===== config.mk =====
export PLATFORM = sky130hd
export DESIGN_NAME = sorted_key_table_core
export DESIGN_NICKNAME = d
export VERILOG_FILES = /design/src/rtl/skt_pkg.sv /design/src/rtl/skt_mem.sv /design/src/rtl/skt_ctrl.sv /design/src/rtl/sorted_key_table_core.sv
export SDC_FILE = /design/constraint.sdc
export NUM_CORES = 2
export LEC_CHECK = 0
export BUFFER_PORTS_ARGS = -buffer_cell sky130_fd_sc_hd__buf_4
export CELL_PAD_IN_SITES_DETAIL_PLACEMENT = 1
export CELL_PAD_IN_SITES_GLOBAL_PLACEMENT = 1
export CORE_MARGIN = 4
export CORE_UTILIZATION = 60
export CTS_BUF_LIST = sky130_fd_sc_hd__clkbuf_2
export DETAILED_ROUTE_END_ITERATION = 12
export PLACE_DENSITY = 0.93
export SLEW_MARGIN = 20
export SYNTH_ARGS = -nofsm -noshare
export SYNTH_HDL_FRONTEND = slang
export SYNTH_SLANG_ARGS = --single-unit

===== constraint.sdc =====
create_clock -name clk -period 10.37 [get_ports clk]
set_clock_uncertainty 0.2 [all_clocks]
set_input_delay 1.5555 -clock clk [delete_from_list [all_inputs] [get_ports clk]]
set_output_delay 1.5555 -clock clk [all_outputs]
set_load 0.03 [all_outputs]

===== src/rtl/skt_pkg.sv =====
// shared types and constants of the sorted key table
`timescale 1ns / 1ps
package skt_pkg;

	localparam int DEPTH_DEF = 64;

	// request codes
	typedef enum logic [2:0] {
		REQ_INSERT     = 3'd0,
		REQ_LOOKUP     = 3'd1,
		REQ_REMOVE_KEY = 3'd2,
		REQ_REMOVE_AT  = 3'd3,
		REQ_READ_AT    = 3'd4,
		REQ_CLEAR      = 3'd5
	} req_t;

	// result status codes
	typedef enum logic [2:0] {
		ST_OK        = 3'd0,
		ST_NOT_FOUND = 3'd1,
		ST_DUPLICATE = 3'd2,
		ST_BAD       = 3'd3,
		ST_FULL      = 3'd4
	} status_t;

	typedef enum logic [3:0] {
		S_IDLE,
		S_SRCH,
		S_CMP,
		S_RD_AT,
		S_AT_DATA,
		S_SHIFT_RD,
		S_SHIFT_WR,
		S_PUT,
		S_DONE
	} state_t;

endpackage


===== src/rtl/skt_mem.sv =====
// entry memory: one write port, one read port with registered data
`timescale 1ns / 1ps
module skt_mem #(
	parameter int DEPTH = 64,
	parameter int AW    = 6
) (
	input  logic          clk,
	input  logic          we,
	input  logic [AW-1:0] waddr,
	input  logic [63:0]   wdata,
	input  logic [AW-1:0] raddr,
	output logic [63:0]   rdata
);
	logic [63:0] mem [DEPTH];

	// write port
	always_ff @(posedge clk) begin
		if (we) begin
			mem[waddr] <= wdata;
		end
	end

	// read port, registered data
	always_ff @(posedge clk) begin
		rdata <= mem[raddr];
	end

endmodule


===== src/rtl/skt_ctrl.sv =====
// request sequencer: binary search, entry shifts and result register
`timescale 1ns / 1ps
module skt_ctrl #(
	parameter int DEPTH = 64,
	parameter int AW    = 6,
	parameter int CW    = 7
) (
	input  logic          clk,
	input  logic          arst_n,
	input  logic          req_valid,
	output logic          req_stall,
	input  logic [2:0]    req_type,
	input  logic [31:0]   key,
	input  logic [31:0]   handle,
	input  logic [5:0]    index,
	output logic          rsp_valid,
	input  logic          rsp_stall,
	output logic [2:0]    status,
	output logic [31:0]   found_key,
	output logic [31:0]   found_handle,
	output logic [6:0]    entry_count,
	output logic          mem_we,
	output logic [AW-1:0] mem_waddr,
	output logic [63:0]   mem_wdata,
	output logic [AW-1:0] mem_raddr,
	input  logic [63:0]   mem_rdata
);
	import skt_pkg::*;

	localparam int IW = (CW > 6) ? CW : 6;

	state_t        state_q, state_d;
	req_t          op_q;
	logic [31:0]   key_q, handle_q;
	logic [5:0]    idx_q;
	logic [CW-1:0] cnt_q, lo_q, hi_q, ptr_q;
	logic [AW-1:0] mid_q;
	status_t       res_status_q;
	logic [31:0]   res_key_q, res_handle_q;
	logic          rsp_valid_q;
	logic [2:0]    rsp_status_q;
	logic [31:0]   rsp_key_q, rsp_handle_q;
	logic [6:0]    rsp_count_q;

	logic [CW:0]   sum_c;
	logic [AW-1:0] mid_c;
	logic          accept, rd_hit, rd_above, out_free, search_left, idx_bad;
	logic          arg_bad, ptr_last_rm, ptr_last_ins;
	req_t          req_c;

	assign accept       = req_valid && !req_stall;
	assign req_stall    = (state_q != S_IDLE);
	assign req_c        = req_t'(req_type);
	assign sum_c        = {1'b0, lo_q} + {1'b0, hi_q};
	assign mid_c        = AW'(sum_c >> 1);
	assign search_left  = (lo_q < hi_q);
	assign rd_hit       = (mem_rdata[63:32] == key_q);
	assign rd_above     = (key_q > mem_rdata[63:32]);
	assign out_free     = !rsp_valid_q || !rsp_stall;
	assign idx_bad      = (IW'(index) >= IW'(cnt_q));
	assign ptr_last_rm  = ((ptr_q + CW'(1)) >= cnt_q);
	assign ptr_last_ins = ((ptr_q - CW'(1)) == lo_q);

	// argument check at accept time
	always_comb begin
		case (req_c)
			REQ_INSERT:                  arg_bad = (key == 32'd0) || (handle == 32'd0);
			REQ_LOOKUP, REQ_REMOVE_KEY:  arg_bad = (key == 32'd0);
			REQ_REMOVE_AT, REQ_READ_AT:  arg_bad = idx_bad;
			REQ_CLEAR:                   arg_bad = 1'b0;
			default:                     arg_bad = 1'b1;
		endcase
	end

	// next state
	always_comb begin
		state_d = state_q;
		unique case (state_q)
			S_IDLE: begin
				if (accept) begin
					if (arg_bad || req_c == REQ_CLEAR) begin
						state_d = S_DONE;
					end else if (req_c == REQ_REMOVE_AT || req_c == REQ_READ_AT) begin
						state_d = S_RD_AT;
					end else begin
						state_d = S_SRCH;
					end
				end
			end
			S_SRCH: begin
				if (search_left) begin
					state_d = S_CMP;
				end else if (op_q == REQ_INSERT && IW'(cnt_q) < IW'(DEPTH)) begin
					state_d = (cnt_q == lo_q) ? S_PUT : S_SHIFT_RD;
				end else begin
					state_d = S_DONE;
				end
			end
			S_CMP: begin
				if (!rd_hit) begin
					state_d = S_SRCH;
				end else if (op_q == REQ_REMOVE_KEY) begin
					state_d = ((CW'(mid_q) + CW'(1)) >= cnt_q) ? S_DONE : S_SHIFT_RD;
				end else begin
					state_d = S_DONE;
				end
			end
			S_RD_AT:   state_d = S_AT_DATA;
			S_AT_DATA: begin
				if (op_q == REQ_REMOVE_AT && (CW'(idx_q) + CW'(1)) < cnt_q) begin
					state_d = S_SHIFT_RD;
				end else begin
					state_d = S_DONE;
				end
			end
			S_SHIFT_RD: state_d = S_SHIFT_WR;
			S_SHIFT_WR: begin
				if (op_q == REQ_INSERT) begin
					state_d = ptr_last_ins ? S_PUT : S_SHIFT_RD;
				end else begin
					state_d = ptr_last_rm ? S_DONE : S_SHIFT_RD;
				end
			end
			S_PUT:  state_d = S_DONE;
			S_DONE: state_d = out_free ? S_IDLE : S_DONE;
			default: state_d = S_IDLE;
		endcase
	end

	// memory port control
	always_comb begin
		mem_we    = 1'b0;
		mem_waddr = AW'(ptr_q);
		mem_wdata = mem_rdata;
		mem_raddr = mid_c;
		unique case (state_q)
			S_RD_AT:    mem_raddr = AW'(idx_q);
			S_SHIFT_RD: mem_raddr = (op_q == REQ_INSERT) ? AW'(ptr_q - CW'(1)) : AW'(ptr_q);
			S_SHIFT_WR: begin
				mem_we    = 1'b1;
				mem_waddr = (op_q == REQ_INSERT) ? AW'(ptr_q) : AW'(ptr_q - CW'(1));
			end
			S_PUT: begin
				mem_we    = 1'b1;
				mem_wdata = {key_q, handle_q};
			end
			default: ;
		endcase
	end

	// request payload and working registers
	always_ff @(posedge clk) begin
		if (accept) begin
			op_q     <= req_c;
			key_q    <= key;
			handle_q <= handle;
			idx_q    <= index;
			lo_q     <= '0;
			hi_q     <= cnt_q;
		end
		if (state_q == S_SRCH) begin
			mid_q <= mid_c;
		end
		if (state_q == S_CMP && !rd_hit) begin
			if (rd_above) lo_q <= CW'(mid_q) + CW'(1);
			else          hi_q <= CW'(mid_q);
		end
		// shift pointer setup and stepping
		if (state_q == S_SRCH) begin
			ptr_q <= cnt_q;
		end else if (state_q == S_CMP) begin
			ptr_q <= CW'(mid_q) + CW'(1);
		end else if (state_q == S_AT_DATA) begin
			ptr_q <= CW'(idx_q) + CW'(1);
		end else if (state_q == S_SHIFT_WR) begin
			ptr_q <= (op_q == REQ_INSERT) ? ptr_q - CW'(1) : ptr_q + CW'(1);
		end
	end

	// result fields
	always_ff @(posedge clk) begin
		if (accept) begin
			res_key_q    <= '0;
			res_handle_q <= '0;
			res_status_q <= arg_bad ? ST_BAD : ST_OK;
		end
		if (state_q == S_SRCH && !search_left) begin
			if (op_q != REQ_INSERT)                res_status_q <= ST_NOT_FOUND;
			else if (IW'(cnt_q) >= IW'(DEPTH))     res_status_q <= ST_FULL;
		end
		if (state_q == S_CMP && rd_hit) begin
			if (op_q == REQ_INSERT) begin
				res_status_q <= ST_DUPLICATE;
			end else begin
				res_key_q    <= mem_rdata[63:32];
				res_handle_q <= mem_rdata[31:0];
			end
		end
		if (state_q == S_AT_DATA) begin
			res_key_q    <= mem_rdata[63:32];
			res_handle_q <= mem_rdata[31:0];
		end
	end

	// control state and entry count
	always_ff @(posedge clk or negedge arst_n) begin
		if (!arst_n) begin
			state_q     <= S_IDLE;
			cnt_q       <= '0;
			rsp_valid_q <= 1'b0;
		end else begin
			state_q <= state_d;
			if (accept && req_c == REQ_CLEAR) begin
				cnt_q <= '0;
			end else if (state_q == S_PUT) begin
				cnt_q <= cnt_q + CW'(1);
			end else if (state_q == S_CMP && rd_hit && op_q == REQ_REMOVE_KEY
					&& state_d == S_DONE) begin
				cnt_q <= cnt_q - CW'(1);
			end else if (state_q == S_AT_DATA && op_q == REQ_REMOVE_AT
					&& state_d == S_DONE) begin
				cnt_q <= cnt_q - CW'(1);
			end else if (state_q == S_SHIFT_WR && op_q != REQ_INSERT && ptr_last_rm) begin
				cnt_q <= cnt_q - CW'(1);
			end
			if (state_q == S_DONE && out_free) begin
				rsp_valid_q <= 1'b1;
			end else if (!rsp_stall) begin
				rsp_valid_q <= 1'b0;
			end
		end
	end

	// output register
	always_ff @(posedge clk) begin
		if (state_q == S_DONE && out_free) begin
			rsp_status_q <= res_status_q;
			rsp_key_q    <= res_key_q;
			rsp_handle_q <= res_handle_q;
			rsp_count_q  <= 7'(cnt_q);
		end
	end

	assign rsp_valid    = rsp_valid_q;
	assign status       = rsp_status_q;
	assign found_key    = rsp_key_q;
	assign found_handle = rsp_handle_q;
	assign entry_count  = rsp_count_q;

endmodule


===== src/rtl/sorted_key_table_core.sv =====
// top level of the sorted key table
//
//  channel | valid     | stall     | payload
//  request | req_valid | req_stall | req_type, key, handle, index
//  result  | rsp_valid | rsp_stall | status, found_key, found_handle, entry_count
//
// a request steps through setup, one binary search probe (S_SRCH, S_CMP) per halving,
// a read and a write (S_SHIFT_RD, S_SHIFT_WR) per entry shifted, the final insert
// write (S_PUT) and the result hand-off (S_DONE), through the single read and write port of the entry memory
// reset empties the table at once; entries are not cleared
// a new request is taken while the last result waits under rsp_stall
`timescale 1ns / 1ps
module sorted_key_table_core #(
	parameter int DEPTH = skt_pkg::DEPTH_DEF
) (
	input  logic        clk,
	input  logic        arst_n,
	input  logic        req_valid,
	output logic        req_stall,
	input  logic [2:0]  req_type,
	input  logic [31:0] key,
	input  logic [31:0] handle,
	input  logic [5:0]  index,
	output logic        rsp_valid,
	input  logic        rsp_stall,
	output logic [2:0]  status,
	output logic [31:0] found_key,
	output logic [31:0] found_handle,
	output logic [6:0]  entry_count
);
	localparam int AW = $clog2(DEPTH);
	localparam int CW = $clog2(DEPTH + 1);

	logic          mem_we;
	logic [AW-1:0] mem_waddr, mem_raddr;
	logic [63:0]   mem_wdata, mem_rdata;

	// sequencer
	skt_ctrl #(.DEPTH(DEPTH), .AW(AW), .CW(CW)) u_ctrl (
		.clk, .arst_n, .req_valid, .req_stall, .req_type, .key, .handle, .index,
		.rsp_valid, .rsp_stall, .status, .found_key, .found_handle, .entry_count,
		.mem_we, .mem_waddr, .mem_wdata, .mem_raddr, .mem_rdata
	);

	// entry storage
	skt_mem #(.DEPTH(DEPTH), .AW(AW)) u_mem (
		.clk, .we(mem_we), .waddr(mem_waddr), .wdata(mem_wdata),
		.raddr(mem_raddr), .rdata(mem_rdata)
	);

endmodule


==> flow_summary_export.csv, run 1 <==
group,metric,value,unit
global_route,grt_max_degree,186,
clock_network,cts_repair_resize_count,0,
placement,gp_congestion,1.016,
yosys,synth_sequential_area_ratio,75.22,%
placement,placed_area,0.1798,mm^2
floorplan,die_h,546.8,um
clock_network,clock_path_buffers,5,
clock_network,cts_sinks,4413,
floorplan,io_pins,153,
placement,io_buffers,152,
yosys,syn-cell-area,0.1742,mm^2
placement,place_ws,4336,ps
clock_network,cts_root_buffer,"clkbuf_2",
run_status,lastStage,"global routing",
yosys,synth_warnings,0,
global_route,overflow,244,
run_status,error,"[ERROR GRT-0232] Routing congestion too high. Check the congestion heatmap in the GUI.",
clock_network,cts_buffers,1113,
yosys,yosysTopAreaCell,"edfxtp_1",
yosys,synth.avg_cell_area,14.71,um^2
yosys,ys_ff_latch,4413,
run_status,outcome,"aborted with a tool error",
yosys,synth_edf_count,4256,
placement,hpwl,352700,um
yosys,yosysTopAreaCellShare,73.38,%
floorplan,die_x,546.8,um
yosys,synthFlopType,"edfxtp_1",
global_route,grt.total_usage,75.00,%
floorplan,start_util,60.39,%
yosys,synth_cell_types,68,
clock_network,htree_levels,7,
yosys,async_reset_ff_share,0.2719,%
yosys,synth_cells,11842,
floorplan,row_count,197,
yosys,synthTopCellsByArea,"edfxtp_1 73%, nand2_1 5.9%, mux2i_1 3.0%, nand3_1 2.3%, and3_1 2.1%",
yosys,syn_nets,12002,
## stage by stage
stage | std cells | hold WS, ps
floorplan | 11842 | 203.0
global placement | 15239 | 216.3
detailed placement | 15240 | 217.0
CTS | 17230 | 0.1503
## timing repair
item / 4_1_cts
hold buffers: 150
endpoints found under the hold margin: 172
buffers inserted: 0
endpoints found under the setup margin: 0
## synthesized netlist by cell type (all sizes together), types with 3 or more instances
| cell type | number |
|---|---|
| nor4 | 24 |
| dfrtp | 12 |
| mux2 | 72 |
| a311oi | 319 |
| mux4 | 129 |
| a32oi | 65 |
| or3 | 5 |
| o311ai | 127 |
| a21oi | 43 |
| a21o | 12 |
| a221o | 4 |
| a221oi | 7 |
| o221ai | 64 |
| mux2i | 524 |
| xor2 | 29 |
| o2111ai | 3 |
| and2 | 4 |
| clkbuf | 546 |
| nand4 | 140 |
| nand2b | 79 |
| nor2b | 11 |
| nor3 | 78 |
| o21ai | 104 |
| ha | 81 |
| o22ai | 4 |
| inv | 63 |
| nor2 | 107 |
| nand2 | 2758 |
| buf | 241 |
| nand3 | 807 |
| nor4b | 3 |
| o211ai | 12 |
| o31ai | 3 |
| dfxtp | 145 |
| a211oi | 7 |
| and3 | 577 |
| a311o | 64 |
| xnor2 | 21 |
| or2 | 3 |
| a21boi | 4 |
| o21a | 6 |
| edfxtp | 4256 |
| a31oi | 259 |
## metal layers
metal  GRT overflow  global-route usage [%]
met3             19                   67.98
met5              4                   49.19
met2            108                   86.46
met1             14                   73.86
met4             99                   70.10
## cells by family after synthesis
| kind of cell | Yosys count | synth area share [%] |
|---|---|---|
| AOI/OAI and AO/OA | 1120 | 4.962 |
| adders and majority gates | 83 | 0.6049 |
| muxes | 725 | 5.145 |
| DFF | 4413 | 75.22 |
| and+or+nand+nor | 4600 | 11.80 |
| xor gates and xnor gates | 50 | 0.2514 |
| buffers and inverters | 851 | 2.012 |
==> inputs of run 2 (changes only) <==
CELL_PAD_IN_SITES_DETAIL_PLACEMENT = not set   (was 1)
CELL_PAD_IN_SITES_GLOBAL_PLACEMENT = not set   (was 1)
CORE_UTILIZATION = 40   (was 60)
CTS_BUF_LIST = not set   (was sky130_fd_sc_hd__clkbuf_2)
PLACE_DENSITY = not set   (was 0.93)
PLACE_DENSITY_LB_ADDON = 0.15   (was not set)
==> flow_summary_export.csv, run 2 <==
group,metric,value,unit
cells_and_area,final_common_cell,"edfxtp_1",
setup_path,critPathLaunch,"u_ctrl.ptr_q[0]$_DFFE_PP_",
setup_path,r2r_cells,12,
setup_path,crit_path_max_incr_delay,860,ps
cells_and_area,biggestRegsByFlops,"u_mem.mem x4096, u_mem.rdata x64",
drt,route.detailed.drc,0,
yosys,yosysTopAreaCellShare,73.38,%
yosys,synth_cells,11842,
setup_path,crit_end,"u_mem.rdata[25]$_DFF_P_",
yosys,synth_sequential_area_ratio,75.22,%
yosys,synth_edf_count,4256,
placement,placed_area,0.1828,mm^2
floorplan,io_pins,153,
floorplan,die_h,667.9,um
setup_path,path_common_cell,"buf_12",
cells_and_area,fill_cells,37945,
placement,io_buffers,152,
clock_network,path_clk_slew,60,ps
cells_and_area,largest_reg_flops,4096,
floorplan,start_util,40.11,%
yosys,synth.avg_cell_area,14.71,um^2
drt,vias_per_cell,6.012,
global_route,grt_max_degree,179,
placement,place_ws,4586,ps
timing,post-route-period-util,57.41,%
clock_network,clk_latency,1010,ps
clock_network,cts_repair_resize_count,0,
clock_network,post_cts_buffers,0,
setup_path,start_kind,"flop",
global_route,grt_first_pass_wirelength,814600,um
yosys,synth_cell_types,68,
cells_and_area,nets,12111,
yosys,syn-cell-area,0.1742,mm^2
yosys,synthFlopType,"edfxtp_1",
yosys,ys_ff_latch,4413,
timing,tns,0,ps
clock_network,cts_root_buffer,"clkbuf_16",
run_status,outcome,"finished, final reports clean",
global_route,overflow,0,
clock_network,cts_tree,"yes",
setup_path,worst_setup_path_end_kind,"flop",
floorplan,die_x,667.9,um
yosys,async_reset_ff_share,0.2719,%
drt,vias,108805,
cells_and_area,synthToLayoutAreaGrowth,13.68,%
power_and_ir_drop,powerDensity,373.1,mW/mm^2
global_route,grt.total_usage,25.60,%
setup_path,worstPathArrival,6650,ps
setup_path,slowest_stage,"nor4b_1",
yosys,yosys-top-cells-count,"4256 x edfxtp_1, 2758 x nand2_1, 807 x nand3_1, 577 x and3_1, 546 x clkbuf_1",
placement,gp_congestion,0.8671,
drt,ant_nets,0,
setup_path,path_max_fanout,133,
flow_run,max_cap_viol_count,0,
timing,finalHoldViolCount,0,
clock_network,clock_path_buffers,4,
yosys,syn_nets,12002,
clock_network,cts_buffers,455,
timing,fin_ws,4417,ps
setup_path,r2r_slack,4420,ps
drt,wire_per_inst,32.47,um
clock_network,cts_hold_buf,0,
drt,drt-total-wl,587600,um
cells_and_area,drive_gt1_share,11.38,%
timing,drv_slew,0,
drt,drt-pass1-iter-count,7,
yosys,synth_warnings,0,
global_route,grt_pass1_vias,102278,
yosys,synthTopCellsByArea,"edfxtp_1 73%, nand2_1 5.9%, mux2i_1 3.0%, nand3_1 2.3%, and3_1 2.1%",
global_route,antenna_found_initial,44,
cells_and_area,mostFrequentLayoutCells,"4256 x edfxtp_1, 2756 x nand2_1, 801 x nand3_1, 577 x and3_1, 524 x mux2i_1",
min_path,hold_class,"input port to async pin",
cells_and_area,postLayoutCellArea,0.1980,mm^2
timing,tightest_slew,1259,ps
setup_path,reg2reg_to,"u_mem.rdata[25]$_DFF_P_",
timing,holdWs,190.2,ps
timing,rsz0062_at_grt,"false",
power_and_ir_drop,vdd.ir_drop.worst,0.0005905,V
timing,maxSlewHeadroom,14.74,%
cells_and_area,regMostFlops,"u_mem.mem",
setup_path,cp.required,11070,ps
timing,fmax,0.1680,GHz
placement,hpwl,313000,um
floorplan,core,0.4342,mm^2
timing,layout_min_cycle_time,5953,ps
clock_network,cts_sinks,4413,
floorplan,die-area,0.4460,mm^2
clock_network,htree_levels,5,
yosys,yosysMostFrequentCell,"edfxtp_1",
setup_path,criticalPathCategory,"flop to flop",
drt,drt_iter0_drc,14713,
setup_path,worstPathCellList,"inv_1 > ha_1 > nor4b_1 > xnor2_1 > nor2_1 > a221o_4 > buf_12 > buf_12 > mux4_2 > a32oi_1 > o311ai_1 > nor3_1",
timing,setup_violations,0,
power_and_ir_drop,p_leak,67.91,nW
yosys,yosysTopAreaCell,"edfxtp_1",
setup_path,worstReg2RegStart,"u_ctrl.ptr_q[0]$_DFFE_PP_",
floorplan,row_count,242,
## run 2: cell counts after synthesis
Identical to the previous run, type by type.
## run 2: cell families (layout without fill, tap and decap cells)
family,Yosys count,in the layout,synth area share (%)
muxes,725,725,5.145
and+or+nand+nor,4600,4600,11.80
other,0,9,0
xor gates and xnor gates,50,50,0.2514
adders and majority gates,83,83,0.6049
AOI/OAI and AO/OA,1120,1120,4.962
buffers and inverters,851,1363,2.012
DFF,4413,4413,75.22
## run 2: worst max-delay path: cells and delay by family (launching register included)
kind                     cells  cell delay [ps]
multiplexers                 1              410
XOR/XNOR                     1              190
AND/OR/NAND/NOR              3             1490
AO/OA/AOI/OAI                3              940
buffers and inverters        3             1300
flip-flops                   1              510
adder cells (fa/ha/maj)      1              410
## run 2: worst min path at each step
stage | slack [ps] | end | cells past startpoint | startpoint
global route | 160 | u_ctrl.state_q[0]$_DFF_PN0_ | 1 | arst_n
global placement | 220 | u_ctrl.found_handle[30]$_DFFE_PP_ | 0 | u_ctrl.res_handle_q[30]$_DFF_P_
finish | 190 | u_ctrl.state_q[0]$_DFF_PN0_ | 1 | arst_n
detailed placement | 220 | u_ctrl.found_key[23]$_DFFE_PP_ | 0 | u_ctrl.res_key_q[23]$_DFF_P_
CTS | 120 | u_ctrl.state_q[0]$_DFF_PN0_ | 1 | arst_n
floorplan | 200 | u_ctrl.status[1]$_DFFE_PP_ | 0 | u_ctrl.res_status_q[1]$_DFF_P_
## run 2: metal layers
metal / share of wire [%] / vias up / wire (um) / track usage (%)
met5: 0.027 / - / 158 / 0
met4: 3.2 / 22 / 18540 / 7.302
met3: 9.8 / 950 / 57370 / 4.574
met2: 45 / 5645 / 267200 / 39.60
met1: 42 / 56743 / 244200 / 37.10
li1: - / 45445 / - / -
## run 2: final cells by class
| class | instances | area, um^2 | share of cell area [%] |
|---|---|---|---|
| sequential | 4413 | 131000 | 66.17 |
| multi-input combinational | 6578 | 40600 | 20.50 |
| clock buffer | 591 | 12310 | 6.219 |
| tap | 5734 | 7174 | 3.623 |
| timing repair buffer | 439 | 3980 | 2.010 |
| clock inverter | 269 | 2660 | 1.343 |
| inverter | 64 | 242.7 | 0.1226 |
| antenna | 9 | 22.52 | 0.01137 |
## run 2: stage by stage
step / power, W / instances / util [%]
after floorplan: 0.04585 / 11842 / -
after detailed placement: 0.05757 / 17227 / 42.10
after global routing: 0.07739 / 18091 / 45.60
final: 0.07387 / 18097 / 45.60
after global placement: 0.05714 / 17216 / 42.02
after CTS: 0.07392 / 18087 / 45.55
## run 2: where the power goes
group          switching (W)  total, W  internal, W
Combinational         0.0234    0.0338       0.0104
Clock                0.00702    0.0164      0.00936
Sequential          0.000907    0.0237       0.0228
No activity file was read; power rests on OpenSTA's default activity.
